[config.mk]
export PLATFORM = sky130hd
export DESIGN_NAME = glyph_cell_rect_renderer_unit_flat
export DESIGN_NICKNAME = d
export VERILOG_FILES = /design/src/rtl/gcr_pkg.sv /design/src/rtl/gcr_stream_if.sv /design/src/rtl/glyph_cell_rect_renderer_unit.sv /design/src/flat_wrapper.sv
export SDC_FILE = /design/constraint.sdc
export NUM_CORES = 1
export LEC_CHECK = 0
export ABC_AREA = 1
export ABC_CLOCK_PERIOD_IN_PS = 22700
export BUFFER_PORTS_ARGS = -buffer_cell sky130_fd_sc_hd__buf_2
export CORE_AREA = 2 2 242 196
export CTS_BUF_LIST = sky130_fd_sc_hd__clkbuf_8
export CTS_CLUSTER_DIAMETER = 120
export DETAILED_ROUTE_END_ITERATION = 8
export DIE_AREA = 0 0 244 198
export PLACE_DENSITY_LB_ADDON = 0.05
export REMOVE_ABC_BUFFERS = 1
export SKIP_LAST_GASP = 1
export SLEW_MARGIN = 40
export SYNTH_ARGS = -nofsm -noshare
export SYNTH_HDL_FRONTEND = slang
export SYNTH_SLANG_ARGS = --single-unit
[constraint.sdc]
create_clock -name clk -period 22.7 [get_ports clk]
set_input_delay 6.81 -clock clk [delete_from_list [all_inputs] [get_ports clk]]
set_output_delay 6.81 -clock clk [all_outputs]
set_load 0.1 [all_outputs]
[src/rtl/gcr_pkg.sv]
// Shared constants, types, glyph table and a helper function for the glyph cell renderer.
package gcr_pkg;

  localparam int GlyphCols  = 5;
  localparam int GlyphRows  = 7;
  localparam int GlyphCount = 41;

  localparam logic [7:0] CaseFold = 8'd32;

  localparam logic [9:0] ScreenWidthRst  = 10'd240;
  localparam logic [9:0] ScreenHeightRst = 10'd320;
  localparam logic [7:0] ColOffsetRst    = 8'd0;
  localparam logic [7:0] RowOffsetRst    = 8'd0;

  typedef enum logic [1:0] {
    CFG_SCREEN_WIDTH  = 2'd0,
    CFG_SCREEN_HEIGHT = 2'd1,
    CFG_COLUMN_OFFSET = 2'd2,
    CFG_ROW_OFFSET    = 2'd3
  } cfg_reg_t;

  typedef logic [6:0] glyph_col_t;

  localparam glyph_col_t GLYPH_ROM [GlyphCount][GlyphCols] = '{
    '{7'h00, 7'h00, 7'h00, 7'h00, 7'h00},
    '{7'h08, 7'h08, 7'h08, 7'h08, 7'h08},
    '{7'h00, 7'h00, 7'h40, 7'h00, 7'h00},
    '{7'h00, 7'h14, 7'h00, 7'h14, 7'h00},
    '{7'h40, 7'h20, 7'h10, 7'h08, 7'h04},
    '{7'h3e, 7'h51, 7'h49, 7'h45, 7'h3e},
    '{7'h00, 7'h42, 7'h7f, 7'h40, 7'h00},
    '{7'h62, 7'h51, 7'h49, 7'h49, 7'h46},
    '{7'h22, 7'h49, 7'h49, 7'h49, 7'h36},
    '{7'h18, 7'h14, 7'h12, 7'h7f, 7'h10},
    '{7'h2f, 7'h49, 7'h49, 7'h49, 7'h31},
    '{7'h3e, 7'h49, 7'h49, 7'h49, 7'h32},
    '{7'h01, 7'h71, 7'h09, 7'h05, 7'h03},
    '{7'h36, 7'h49, 7'h49, 7'h49, 7'h36},
    '{7'h26, 7'h49, 7'h49, 7'h49, 7'h3e},
    '{7'h7e, 7'h11, 7'h11, 7'h11, 7'h7e},
    '{7'h7f, 7'h49, 7'h49, 7'h49, 7'h36},
    '{7'h3e, 7'h41, 7'h41, 7'h41, 7'h22},
    '{7'h7f, 7'h41, 7'h41, 7'h22, 7'h1c},
    '{7'h7f, 7'h49, 7'h49, 7'h49, 7'h41},
    '{7'h7f, 7'h09, 7'h09, 7'h09, 7'h01},
    '{7'h3e, 7'h41, 7'h49, 7'h49, 7'h7a},
    '{7'h7f, 7'h08, 7'h08, 7'h08, 7'h7f},
    '{7'h00, 7'h41, 7'h7f, 7'h41, 7'h00},
    '{7'h20, 7'h40, 7'h41, 7'h3f, 7'h01},
    '{7'h7f, 7'h08, 7'h14, 7'h22, 7'h41},
    '{7'h7f, 7'h40, 7'h40, 7'h40, 7'h40},
    '{7'h7f, 7'h02, 7'h0c, 7'h02, 7'h7f},
    '{7'h7f, 7'h04, 7'h08, 7'h10, 7'h7f},
    '{7'h3e, 7'h41, 7'h41, 7'h41, 7'h3e},
    '{7'h7f, 7'h09, 7'h09, 7'h09, 7'h06},
    '{7'h3e, 7'h41, 7'h51, 7'h21, 7'h5e},
    '{7'h7f, 7'h09, 7'h19, 7'h29, 7'h46},
    '{7'h46, 7'h49, 7'h49, 7'h49, 7'h31},
    '{7'h01, 7'h01, 7'h7f, 7'h01, 7'h01},
    '{7'h3f, 7'h40, 7'h40, 7'h40, 7'h3f},
    '{7'h1f, 7'h20, 7'h40, 7'h20, 7'h1f},
    '{7'h7f, 7'h20, 7'h18, 7'h20, 7'h7f},
    '{7'h63, 7'h14, 7'h08, 7'h14, 7'h63},
    '{7'h07, 7'h08, 7'h70, 7'h08, 7'h07},
    '{7'h61, 7'h51, 7'h49, 7'h45, 7'h43}
  };

  // Maps a character code to its row in the glyph table.
  function automatic logic [5:0] glyph_index(input logic [7:0] code);
    logic [7:0] c;
    logic [7:0] d;
    c = code;
    if (c >= 8'h61 && c <= 8'h7a) begin
      c = c - CaseFold;
    end
    d = 8'd0;
    if (c >= 8'h30 && c <= 8'h39) begin
      d = c - 8'h30 + 8'd5;
    end else if (c >= 8'h41 && c <= 8'h5a) begin
      d = c - 8'h41 + 8'd15;
    end else if (c == 8'h2d) begin
      d = 8'd1;
    end else if (c == 8'h2e) begin
      d = 8'd2;
    end else if (c == 8'h3a) begin
      d = 8'd3;
    end else if (c == 8'h2f) begin
      d = 8'd4;
    end
    return d[5:0];
  endfunction

endpackage

[src/rtl/gcr_stream_if.sv]
// Valid/ready channel interfaces for character requests and rectangle results.
interface gcr_in_if;
  logic               valid;
  logic               ready;
  logic        [7:0]  char_code;
  logic signed [10:0] origin_x;
  logic signed [10:0] origin_y;
  logic        [15:0] fore_color;
  logic        [15:0] back_color;
  logic        [3:0]  dot_scale;

  modport source (output valid, char_code, origin_x, origin_y, fore_color, back_color,
                  dot_scale, input ready);
  modport sink (input valid, char_code, origin_x, origin_y, fore_color, back_color,
                dot_scale, output ready);
endinterface

interface gcr_out_if;
  logic        valid;
  logic        ready;
  logic        visible;
  logic [10:0] win_x_start;
  logic [10:0] win_x_end;
  logic [10:0] win_y_start;
  logic [10:0] win_y_end;
  logic [15:0] fill_color;
  logic [7:0]  pixel_total;
  logic        last_cell;

  modport source (output valid, visible, win_x_start, win_x_end, win_y_start, win_y_end,
                  fill_color, pixel_total, last_cell, input ready);
  modport sink (input valid, visible, win_x_start, win_x_end, win_y_start, win_y_end,
                fill_color, pixel_total, last_cell, output ready);
endinterface

[src/rtl/glyph_cell_rect_renderer_unit.sv]
// Top level: splits each character into 35 clipped, scaled fill rectangles.
// Each accepted character produces 35 results, one per cycle unless the output
// stalls; they come from the cell sequencer, which walks the glyph column by
// column with the rows inside each column. The next character request is
// taken in the same cycle as the last cell of the current one leaves the
// sequencer, so characters follow each other without a gap. The first result
// of a request passes from the sequencer through two clipping stages and the
// output register. A stalled output holds the whole pipeline. Configuration
// should only be written while no character is in flight.
module glyph_cell_rect_renderer_unit (
  input  logic                   clk,
  input  logic                   rst_n,
  gcr_in_if.sink                 in_req,
  gcr_out_if.source              out_res,
  input  logic                   cfg_we,
  input  logic [1:0]             cfg_index,
  input  logic [9:0]             cfg_data
);
  import gcr_pkg::*;

  logic [9:0] screen_width_r;
  logic [9:0] screen_height_r;
  logic [7:0] column_offset_r;
  logic [7:0] row_offset_r;

  logic adv;

  // Cell sequencer.
  logic               active_r, active_nxt;
  logic        [2:0]  col_r, col_nxt;
  logic        [2:0]  row_r, row_nxt;
  logic signed [11:0] x_r, x_nxt;
  logic signed [11:0] y_r, y_nxt;
  logic signed [11:0] oy_r, oy_nxt;
  logic        [5:0]  idx_r, idx_nxt;
  logic        [15:0] fg_r, fg_nxt;
  logic        [15:0] bg_r, bg_nxt;
  logic        [3:0]  s_r, s_nxt;
  logic               seq_last;
  logic               in_fire;

  // Left and top clipping stage.
  logic               s2_valid_r, s2_valid_nxt;
  logic               s2_vis0_r, s2_vis0_nxt;
  logic        [10:0] s2_x_r, s2_x_nxt;
  logic        [10:0] s2_y_r, s2_y_nxt;
  logic signed [11:0] s2_w_r, s2_w_nxt;
  logic signed [11:0] s2_h_r, s2_h_nxt;
  logic        [15:0] s2_color_r, s2_color_nxt;
  logic               s2_last_r, s2_last_nxt;

  // Right and bottom clipping stage.
  logic               s3_valid_r, s3_valid_nxt;
  logic               s3_vis_r, s3_vis_nxt;
  logic        [10:0] s3_x_r, s3_x_nxt;
  logic        [10:0] s3_y_r, s3_y_nxt;
  logic        [3:0]  s3_w_r, s3_w_nxt;
  logic        [3:0]  s3_h_r, s3_h_nxt;
  logic        [15:0] s3_color_r, s3_color_nxt;
  logic               s3_last_r, s3_last_nxt;

  logic signed [12:0] s2_x_sum;
  logic signed [12:0] s2_y_sum;

  // Output register.
  logic        out_valid_r, out_valid_nxt;
  logic        out_vis_r, out_vis_nxt;
  logic [10:0] out_xs_r, out_xs_nxt;
  logic [10:0] out_xe_r, out_xe_nxt;
  logic [10:0] out_ys_r, out_ys_nxt;
  logic [10:0] out_ye_r, out_ye_nxt;
  logic [15:0] out_color_r, out_color_nxt;
  logic [7:0]  out_pix_r, out_pix_nxt;
  logic        out_last_r, out_last_nxt;

  always_ff @(posedge clk) begin
    if (!rst_n) begin
      screen_width_r  <= ScreenWidthRst;
      screen_height_r <= ScreenHeightRst;
      column_offset_r <= ColOffsetRst;
      row_offset_r    <= RowOffsetRst;
    end else if (cfg_we) begin
      case (cfg_reg_t'(cfg_index))
        CFG_SCREEN_WIDTH:  screen_width_r  <= cfg_data;
        CFG_SCREEN_HEIGHT: screen_height_r <= cfg_data;
        CFG_COLUMN_OFFSET: column_offset_r <= cfg_data[7:0];
        CFG_ROW_OFFSET:    row_offset_r    <= cfg_data[7:0];
        default: ;
      endcase
    end
  end

  assign adv          = !out_valid_r || out_res.ready;
  assign seq_last     = (col_r == 3'(GlyphCols - 1)) && (row_r == 3'(GlyphRows - 1));
  assign in_req.ready = adv && (!active_r || seq_last);
  assign in_fire      = in_req.valid && in_req.ready;

  always_comb begin
    active_nxt = active_r;
    col_nxt    = col_r;
    row_nxt    = row_r;
    x_nxt      = x_r;
    y_nxt      = y_r;
    oy_nxt     = oy_r;
    idx_nxt    = idx_r;
    fg_nxt     = fg_r;
    bg_nxt     = bg_r;
    s_nxt      = s_r;
    if (in_fire) begin
      active_nxt = 1'b1;
      col_nxt    = 3'd0;
      row_nxt    = 3'd0;
      x_nxt      = 12'(in_req.origin_x);
      y_nxt      = 12'(in_req.origin_y);
      oy_nxt     = 12'(in_req.origin_y);
      idx_nxt    = glyph_index(in_req.char_code);
      fg_nxt     = in_req.fore_color;
      bg_nxt     = in_req.back_color;
      s_nxt      = in_req.dot_scale;
    end else if (adv && active_r) begin
      if (seq_last) begin
        active_nxt = 1'b0;
      end else if (row_r == 3'(GlyphRows - 1)) begin
        row_nxt = 3'd0;
        col_nxt = col_r + 3'd1;
        y_nxt   = oy_r;
        x_nxt   = x_r + $signed({8'd0, s_r});
      end else begin
        row_nxt = row_r + 3'd1;
        y_nxt   = y_r + $signed({8'd0, s_r});
      end
    end
  end

  always_comb begin
    s2_valid_nxt = active_r;
    s2_color_nxt = GLYPH_ROM[idx_r][col_r][row_r] ? fg_r : bg_r;
    s2_last_nxt  = seq_last;
    s2_vis0_nxt  = !(x_r >= $signed({2'b00, screen_width_r}) ||
                     y_r >= $signed({2'b00, screen_height_r}) || s_r == 4'd0);
    if (x_r < 0) begin
      s2_w_nxt = $signed({8'd0, s_r}) + x_r;
      s2_x_nxt = 11'd0;
    end else begin
      s2_w_nxt = $signed({8'd0, s_r});
      s2_x_nxt = x_r[10:0];
    end
    if (y_r < 0) begin
      s2_h_nxt = $signed({8'd0, s_r}) + y_r;
      s2_y_nxt = 11'd0;
    end else begin
      s2_h_nxt = $signed({8'd0, s_r});
      s2_y_nxt = y_r[10:0];
    end
  end

  assign s2_x_sum = $signed({2'b00, s2_x_r}) + 13'(s2_w_r);
  assign s2_y_sum = $signed({2'b00, s2_y_r}) + 13'(s2_h_r);

  always_comb begin
    s3_valid_nxt = s2_valid_r;
    s3_color_nxt = s2_color_r;
    s3_last_nxt  = s2_last_r;
    s3_x_nxt     = s2_x_r;
    s3_y_nxt     = s2_y_r;
    s3_vis_nxt   = s2_vis0_r && (s2_w_r > 0) && (s2_h_r > 0);
    if (s2_x_sum > $signed({3'b000, screen_width_r})) begin
      s3_w_nxt = 4'({1'b0, screen_width_r} - s2_x_r);
    end else begin
      s3_w_nxt = s2_w_r[3:0];
    end
    if (s2_y_sum > $signed({3'b000, screen_height_r})) begin
      s3_h_nxt = 4'({1'b0, screen_height_r} - s2_y_r);
    end else begin
      s3_h_nxt = s2_h_r[3:0];
    end
  end

  always_comb begin
    out_valid_nxt = s3_valid_r;
    out_color_nxt = s3_color_r;
    out_last_nxt  = s3_last_r;
    out_vis_nxt   = s3_vis_r;
    if (s3_vis_r) begin
      out_xs_nxt  = s3_x_r + {3'd0, column_offset_r};
      out_xe_nxt  = s3_x_r + {7'd0, s3_w_r} + {3'd0, column_offset_r} - 11'd1;
      out_ys_nxt  = s3_y_r + {3'd0, row_offset_r};
      out_ye_nxt  = s3_y_r + {7'd0, s3_h_r} + {3'd0, row_offset_r} - 11'd1;
      out_pix_nxt = {4'd0, s3_w_r} * {4'd0, s3_h_r};
    end else begin
      out_xs_nxt  = 11'd0;
      out_xe_nxt  = 11'd0;
      out_ys_nxt  = 11'd0;
      out_ye_nxt  = 11'd0;
      out_pix_nxt = 8'd0;
    end
  end

  always_ff @(posedge clk) begin
    if (!rst_n) begin
      active_r    <= 1'b0;
      col_r       <= 3'd0;
      row_r       <= 3'd0;
      s2_valid_r  <= 1'b0;
      s3_valid_r  <= 1'b0;
      out_valid_r <= 1'b0;
    end else begin
      active_r <= active_nxt;
      col_r    <= col_nxt;
      row_r    <= row_nxt;
      if (adv) begin
        s2_valid_r  <= s2_valid_nxt;
        s3_valid_r  <= s3_valid_nxt;
        out_valid_r <= out_valid_nxt;
      end
    end
  end

  always_ff @(posedge clk) begin
    x_r   <= x_nxt;
    y_r   <= y_nxt;
    oy_r  <= oy_nxt;
    idx_r <= idx_nxt;
    fg_r  <= fg_nxt;
    bg_r  <= bg_nxt;
    s_r   <= s_nxt;
    if (adv) begin
      s2_vis0_r   <= s2_vis0_nxt;
      s2_x_r      <= s2_x_nxt;
      s2_y_r      <= s2_y_nxt;
      s2_w_r      <= s2_w_nxt;
      s2_h_r      <= s2_h_nxt;
      s2_color_r  <= s2_color_nxt;
      s2_last_r   <= s2_last_nxt;
      s3_vis_r    <= s3_vis_nxt;
      s3_x_r      <= s3_x_nxt;
      s3_y_r      <= s3_y_nxt;
      s3_w_r      <= s3_w_nxt;
      s3_h_r      <= s3_h_nxt;
      s3_color_r  <= s3_color_nxt;
      s3_last_r   <= s3_last_nxt;
      out_vis_r   <= out_vis_nxt;
      out_xs_r    <= out_xs_nxt;
      out_xe_r    <= out_xe_nxt;
      out_ys_r    <= out_ys_nxt;
      out_ye_r    <= out_ye_nxt;
      out_color_r <= out_color_nxt;
      out_pix_r   <= out_pix_nxt;
      out_last_r  <= out_last_nxt;
    end
  end

  assign out_res.valid       = out_valid_r;
  assign out_res.visible     = out_vis_r;
  assign out_res.win_x_start = out_xs_r;
  assign out_res.win_x_end   = out_xe_r;
  assign out_res.win_y_start = out_ys_r;
  assign out_res.win_y_end   = out_ye_r;
  assign out_res.fill_color  = out_color_r;
  assign out_res.pixel_total = out_pix_r;
  assign out_res.last_cell   = out_last_r;

  // A newly accepted character always starts at its first cell.
  a_start_first_cell: assert property (@(posedge clk) disable iff (!rst_n)
    in_fire |=> (active_r && col_r == 3'd0 && row_r == 3'd0))
    else $error("sequencer did not restart at the first cell");

  // The sequencer never leaves the 5 by 7 glyph grid.
  a_cell_in_grid: assert property (@(posedge clk) disable iff (!rst_n)
    active_r |-> (col_r < 3'(GlyphCols) && row_r < 3'(GlyphRows)))
    else $error("cell position outside the glyph");

  // A hidden square carries no window and no pixels.
  a_hidden_zero: assert property (@(posedge clk) disable iff (!rst_n)
    (out_valid_r && !out_vis_r) |->
      (out_pix_r == 8'd0 && out_xs_r == 11'd0 && out_ye_r == 11'd0))
    else $error("hidden square has a non-empty window");

  // A clipped square never holds more pixels than a full dot can.
  a_pix_bound: assert property (@(posedge clk) disable iff (!rst_n)
    out_valid_r |-> (out_pix_r <= 8'd225))
    else $error("pixel count above the largest dot");

  // A stall holds every stage of the pipeline.
  a_stall_holds: assert property (@(posedge clk) disable iff (!rst_n)
    (out_valid_r && !out_res.ready) |=> ($stable(s3_valid_r) && $stable(s2_valid_r) &&
                                        $stable(col_r) && $stable(row_r)))
    else $error("pipeline moved while the output was stalled");

endmodule
[src/flat_wrapper.sv]
// flat-port wrapper written by rule: the top's interface ports become plain ports
module glyph_cell_rect_renderer_unit_flat import gcr_pkg::*;
  (clk, rst_n, cfg_we, cfg_index, cfg_data, in_req_valid, in_req_char_code, in_req_origin_x, in_req_origin_y, in_req_fore_color, in_req_back_color, in_req_dot_scale, in_req_ready, out_res_valid, out_res_visible, out_res_win_x_start, out_res_win_x_end, out_res_win_y_start, out_res_win_y_end, out_res_fill_color, out_res_pixel_total, out_res_last_cell, out_res_ready);
  gcr_in_if in_req_i ();
  gcr_out_if out_res_i ();
  input  logic clk;
  input  logic rst_n;
  input  logic cfg_we;
  input  logic [1:0] cfg_index;
  input  logic [9:0] cfg_data;
  input wire logic [$bits(in_req_i.valid)-1:0] in_req_valid;
  input wire logic [$bits(in_req_i.char_code)-1:0] in_req_char_code;
  input wire logic [$bits(in_req_i.origin_x)-1:0] in_req_origin_x;
  input wire logic [$bits(in_req_i.origin_y)-1:0] in_req_origin_y;
  input wire logic [$bits(in_req_i.fore_color)-1:0] in_req_fore_color;
  input wire logic [$bits(in_req_i.back_color)-1:0] in_req_back_color;
  input wire logic [$bits(in_req_i.dot_scale)-1:0] in_req_dot_scale;
  output wire logic [$bits(in_req_i.ready)-1:0] in_req_ready;
  output wire logic [$bits(out_res_i.valid)-1:0] out_res_valid;
  output wire logic [$bits(out_res_i.visible)-1:0] out_res_visible;
  output wire logic [$bits(out_res_i.win_x_start)-1:0] out_res_win_x_start;
  output wire logic [$bits(out_res_i.win_x_end)-1:0] out_res_win_x_end;
  output wire logic [$bits(out_res_i.win_y_start)-1:0] out_res_win_y_start;
  output wire logic [$bits(out_res_i.win_y_end)-1:0] out_res_win_y_end;
  output wire logic [$bits(out_res_i.fill_color)-1:0] out_res_fill_color;
  output wire logic [$bits(out_res_i.pixel_total)-1:0] out_res_pixel_total;
  output wire logic [$bits(out_res_i.last_cell)-1:0] out_res_last_cell;
  input wire logic [$bits(out_res_i.ready)-1:0] out_res_ready;
  assign in_req_i.valid = in_req_valid;
  assign in_req_i.char_code = in_req_char_code;
  assign in_req_i.origin_x = in_req_origin_x;
  assign in_req_i.origin_y = in_req_origin_y;
  assign in_req_i.fore_color = in_req_fore_color;
  assign in_req_i.back_color = in_req_back_color;
  assign in_req_i.dot_scale = in_req_dot_scale;
  assign in_req_ready = in_req_i.ready;
  assign out_res_valid = out_res_i.valid;
  assign out_res_visible = out_res_i.visible;
  assign out_res_win_x_start = out_res_i.win_x_start;
  assign out_res_win_x_end = out_res_i.win_x_end;
  assign out_res_win_y_start = out_res_i.win_y_start;
  assign out_res_win_y_end = out_res_i.win_y_end;
  assign out_res_fill_color = out_res_i.fill_color;
  assign out_res_pixel_total = out_res_i.pixel_total;
  assign out_res_last_cell = out_res_i.last_cell;
  assign out_res_i.ready = out_res_ready;
  glyph_cell_rect_renderer_unit u_core (.clk(clk), .rst_n(rst_n), .in_req(in_req_i), .out_res(out_res_i), .cfg_we(cfg_we), .cfg_index(cfg_index), .cfg_data(cfg_data));
endmodule
==> impl_results.md <==
* Initial antenna violation count at 11
* Post-CTS setup repair buffer count at 0
* Simple-gate share of the synthesized area at 16.77%
* Final worst clock skew at 0.04040 ns
* Synth Warn # at 0
* Synth Area per Inst at 9.002 um^2
* Post-synth ARST share at 0%
* Setup crit start kind: input pin
* Comb pwr share at 36.4%
* Slew Limit Fails at 0
* Synth Flop Type: edfxtp_1
* Resize count post-CTS at 0
* Synth Area in Compound Gates at 11.43%
* Sw power at 801.0 uW
* Synth unique cells at 43
* Critical path endpoint category: output pin
* Share of layout cells above drive strength 1 at 11.46%
* Worst hold-check path type: flop to flop
* Gr usage total at 19.90%
* CTS tree: done
* Largest family of logic cells by synthesized area: simple AND/OR/NAND/NOR gates
* Fin crit share at 65.41%
* Bufs on Longest Clock Path at 3
* Top-count cell post-synth: nand2_1
* Syn Inst Count at 2025
* Leakage at 9.856 nW
* Status: finished clean
* Worst setup margin at 7.851 ns
* Largest net degree at the start of global routing at 113
* Post-synth top area cell: edfxtp_1
* Critical Path Fanout Max at 31
* Nets at 2476
* Hold_buf cts at 0
* Switching fraction of total power at 39.89%
* Via density at 4.898
* Multiplexer area fraction after synthesis at 0%
* Remaining Overflow, GRT at 0
* PwrDens at 96.65 nW/um^2
* Final setup TNS at 0 ns
* First-pass GRT wire length at 75.89 mm
* Setup Viol. Count Final at 0
* EDFF count, synth at 259
* Final core occ at 44.89%
* Via count at 14039
* Initial DRC Count at 814
* Clock Sinks at 305
* RSZ-0062 raised after global routing: no
* Num CTS Buffers at 54
* Chip height at 198 um
* Row count at 71
* Die width at 244 um
* Top cell type's share of synthesized area at 42.66%
* R2r setup slk at 18.70 ns
* Share of total power in sequential cells at 38.0%
* Core ar. at 46280 um^2
* DIE AREA at 48310 um^2
* Sequential-to-total area share from yosys stat at 47.71%
* Yosys reg bits at 305
* Post-layout min period at 14.85 ns
* RePlAce Congestion at 0.8781
* Max Fclk at 67.35 MHz
* WL/cell at 16.47 um
* IO buf count at 154
* Hold_ws at 0.4102 ns
* Max-Cap Viols at 0
* Final Cell Area at 20780 um^2
* Synth Area in Adders at 14.34%
* Layout area overhead at 13.97%
* Antenna-violating nets left at 0
* Worst slack at placement at 7.537 ns
* H-tree depth at 2
* Dpl cell area at 19610 um^2
* Clk slew on worst S/H paths at 0.06 ns
* Least-Margin Pin Slew at 0.7894 ns
* HPWL after DPL at 35.09 mm
* Boundary pin count at 155
* Synth Area in XOR/XNOR at 2.258%
* Synth Cell Area at 18230 um^2
* DRT Pass-1 Iters at 5
* Worst EP required at 15.89 ns
* CTS root buf: clkbuf_8
* Vias in the first global route at 14145
* Initial Utilization at 39.39%
* Internal power at 1.207 mW
* Final hold vios at 0
* Drc violations at 0
* Ranking of synthesized cells by area: edfxtp_1, ha_1, nand2_1
* Worst vdd ir at 0.04462 mV
* Critical path class: input pin to output pin
* Arrival @ worst endpoint at 8.04 ns
* Clock power share at 25.6%
* Drt total wl at 47.21 mm
* Slew margin rel. at 47.18%
* Clock latency on the worst-skew pair at 0.66 ns
* Fillers at 4585
* Top cells by count, synth: nand2_1, inv_1, edfxtp_1
flip-flops by register name, indices dropped and copies added, names as in the netlist, 11 cells and up:
name,cells
u_core.s2_w_r,12
u_core.s2_x_r,11
u_core.s2_y_r,11
u_core.out_res.win_x_end,11
u_core.y_r,12
u_core.s2_color_r,16
u_core.oy_r,11
u_core.s2_h_r,12
u_core.s3_x_r,11
u_core.out_res.win_y_start,11
u_core.out_res.win_y_end,11
u_core.x_r,12
u_core.bg_r,16
u_core.out_res.win_x_start,11
u_core.out_res.fill_color,16
u_core.fg_r,16
u_core.s3_y_r,11
u_core.out_color_nxt,16
logic make-up after synthesis:
logic type | after synthesis
adders and majority gates | 197
AOI/OAI and AO/OA | 385
buffers and inverters | 348
DFF | 305
and+or+nand+nor | 743
xor gates and xnor gates | 47
cell type report:
| type | instances | area (um^2) | share of cell area (%) |
|---|---|---|---|
| Sequential cell | 305 | 8698 | 41.86 |
| Multi-Input combinational cell | 1372 | 8169 | 39.32 |
| Inverter | 299 | 1130 | 5.438 |
| Clock buffer | 66 | 908.4 | 4.372 |
| Timing Repair Buffer | 164 | 877.1 | 4.221 |
| Tap cell | 620 | 775.7 | 3.734 |
| Clock inverter | 36 | 209.0 | 1.006 |
| Antenna cell | 4 | 10.01 | 0.04818 |
worst paths after layout:
path                           start                           end  depth (start not counted)
min reg2reg  u_core.out_color_nxt[1]  u_core.out_res.fill_color[1]                          0
min          u_core.out_color_nxt[1]  u_core.out_res.fill_color[1]                          0
max                    out_res_ready                  in_req_ready                          6
max reg2reg          u_core.idx_r[0]          u_core.s2_color_r[0]                         20
per-layer routing:
metal	track usage, %	vias to the layer above	part of all wire, %	wire length [um]
li1	-	7196	-	-
met1	26.49	6407	47	22170
met2	31.82	312	44	20720
met3	4.703	110	6.0	2816
met4	6.865	14	3.0	1405
met5	0	-	0.21	97
worst max-delay path, cell delays in order:
cell and delay (ns):
buf_2 0.09, nor2_1 0.47, inv_8 0.20, nand2_1 0.12, inv_1 0.05, buf_2 0.28
layout by cell type (no fill, tap or decap), drive strengths merged, types with 12 or more instances in the layout:
master and instances:
edfxtp 259, o21ai 164, o211ai 12, nand3 111, buf 164, inv 314, clkbuf 66, nand2 420
ha 177, xnor2 14, nor3 25, nand4 14, clkinv 19, dfxtp 46, xor2 33, nor2 160
a21oi 157, a31oi 13, fa 20
metrics by stage:
step                power (mW)  cells
global route             2.163   2863
floorplan                1.331   1976
global placement         1.498   2758
finish                   2.008   2866
CTS                      2.036   2860
detailed placement       1.504   2758
power by group through the flow:
| stage | clock (mW) | sequential [mW] | combinational [mW] |
|---|---|---|---|
| after floorplan | 0 | 0.912 | 0.418 |
| after global placement | 0 | 0.773 | 0.724 |
| after detailed placement | 0 | 0.775 | 0.729 |
| after CTS | 0.537 | 0.764 | 0.735 |
| after global routing | 0.560 | 0.773 | 0.831 |
| final | 0.515 | 0.763 | 0.731 |
Note: power is estimated with default switching activity, not from simulation.
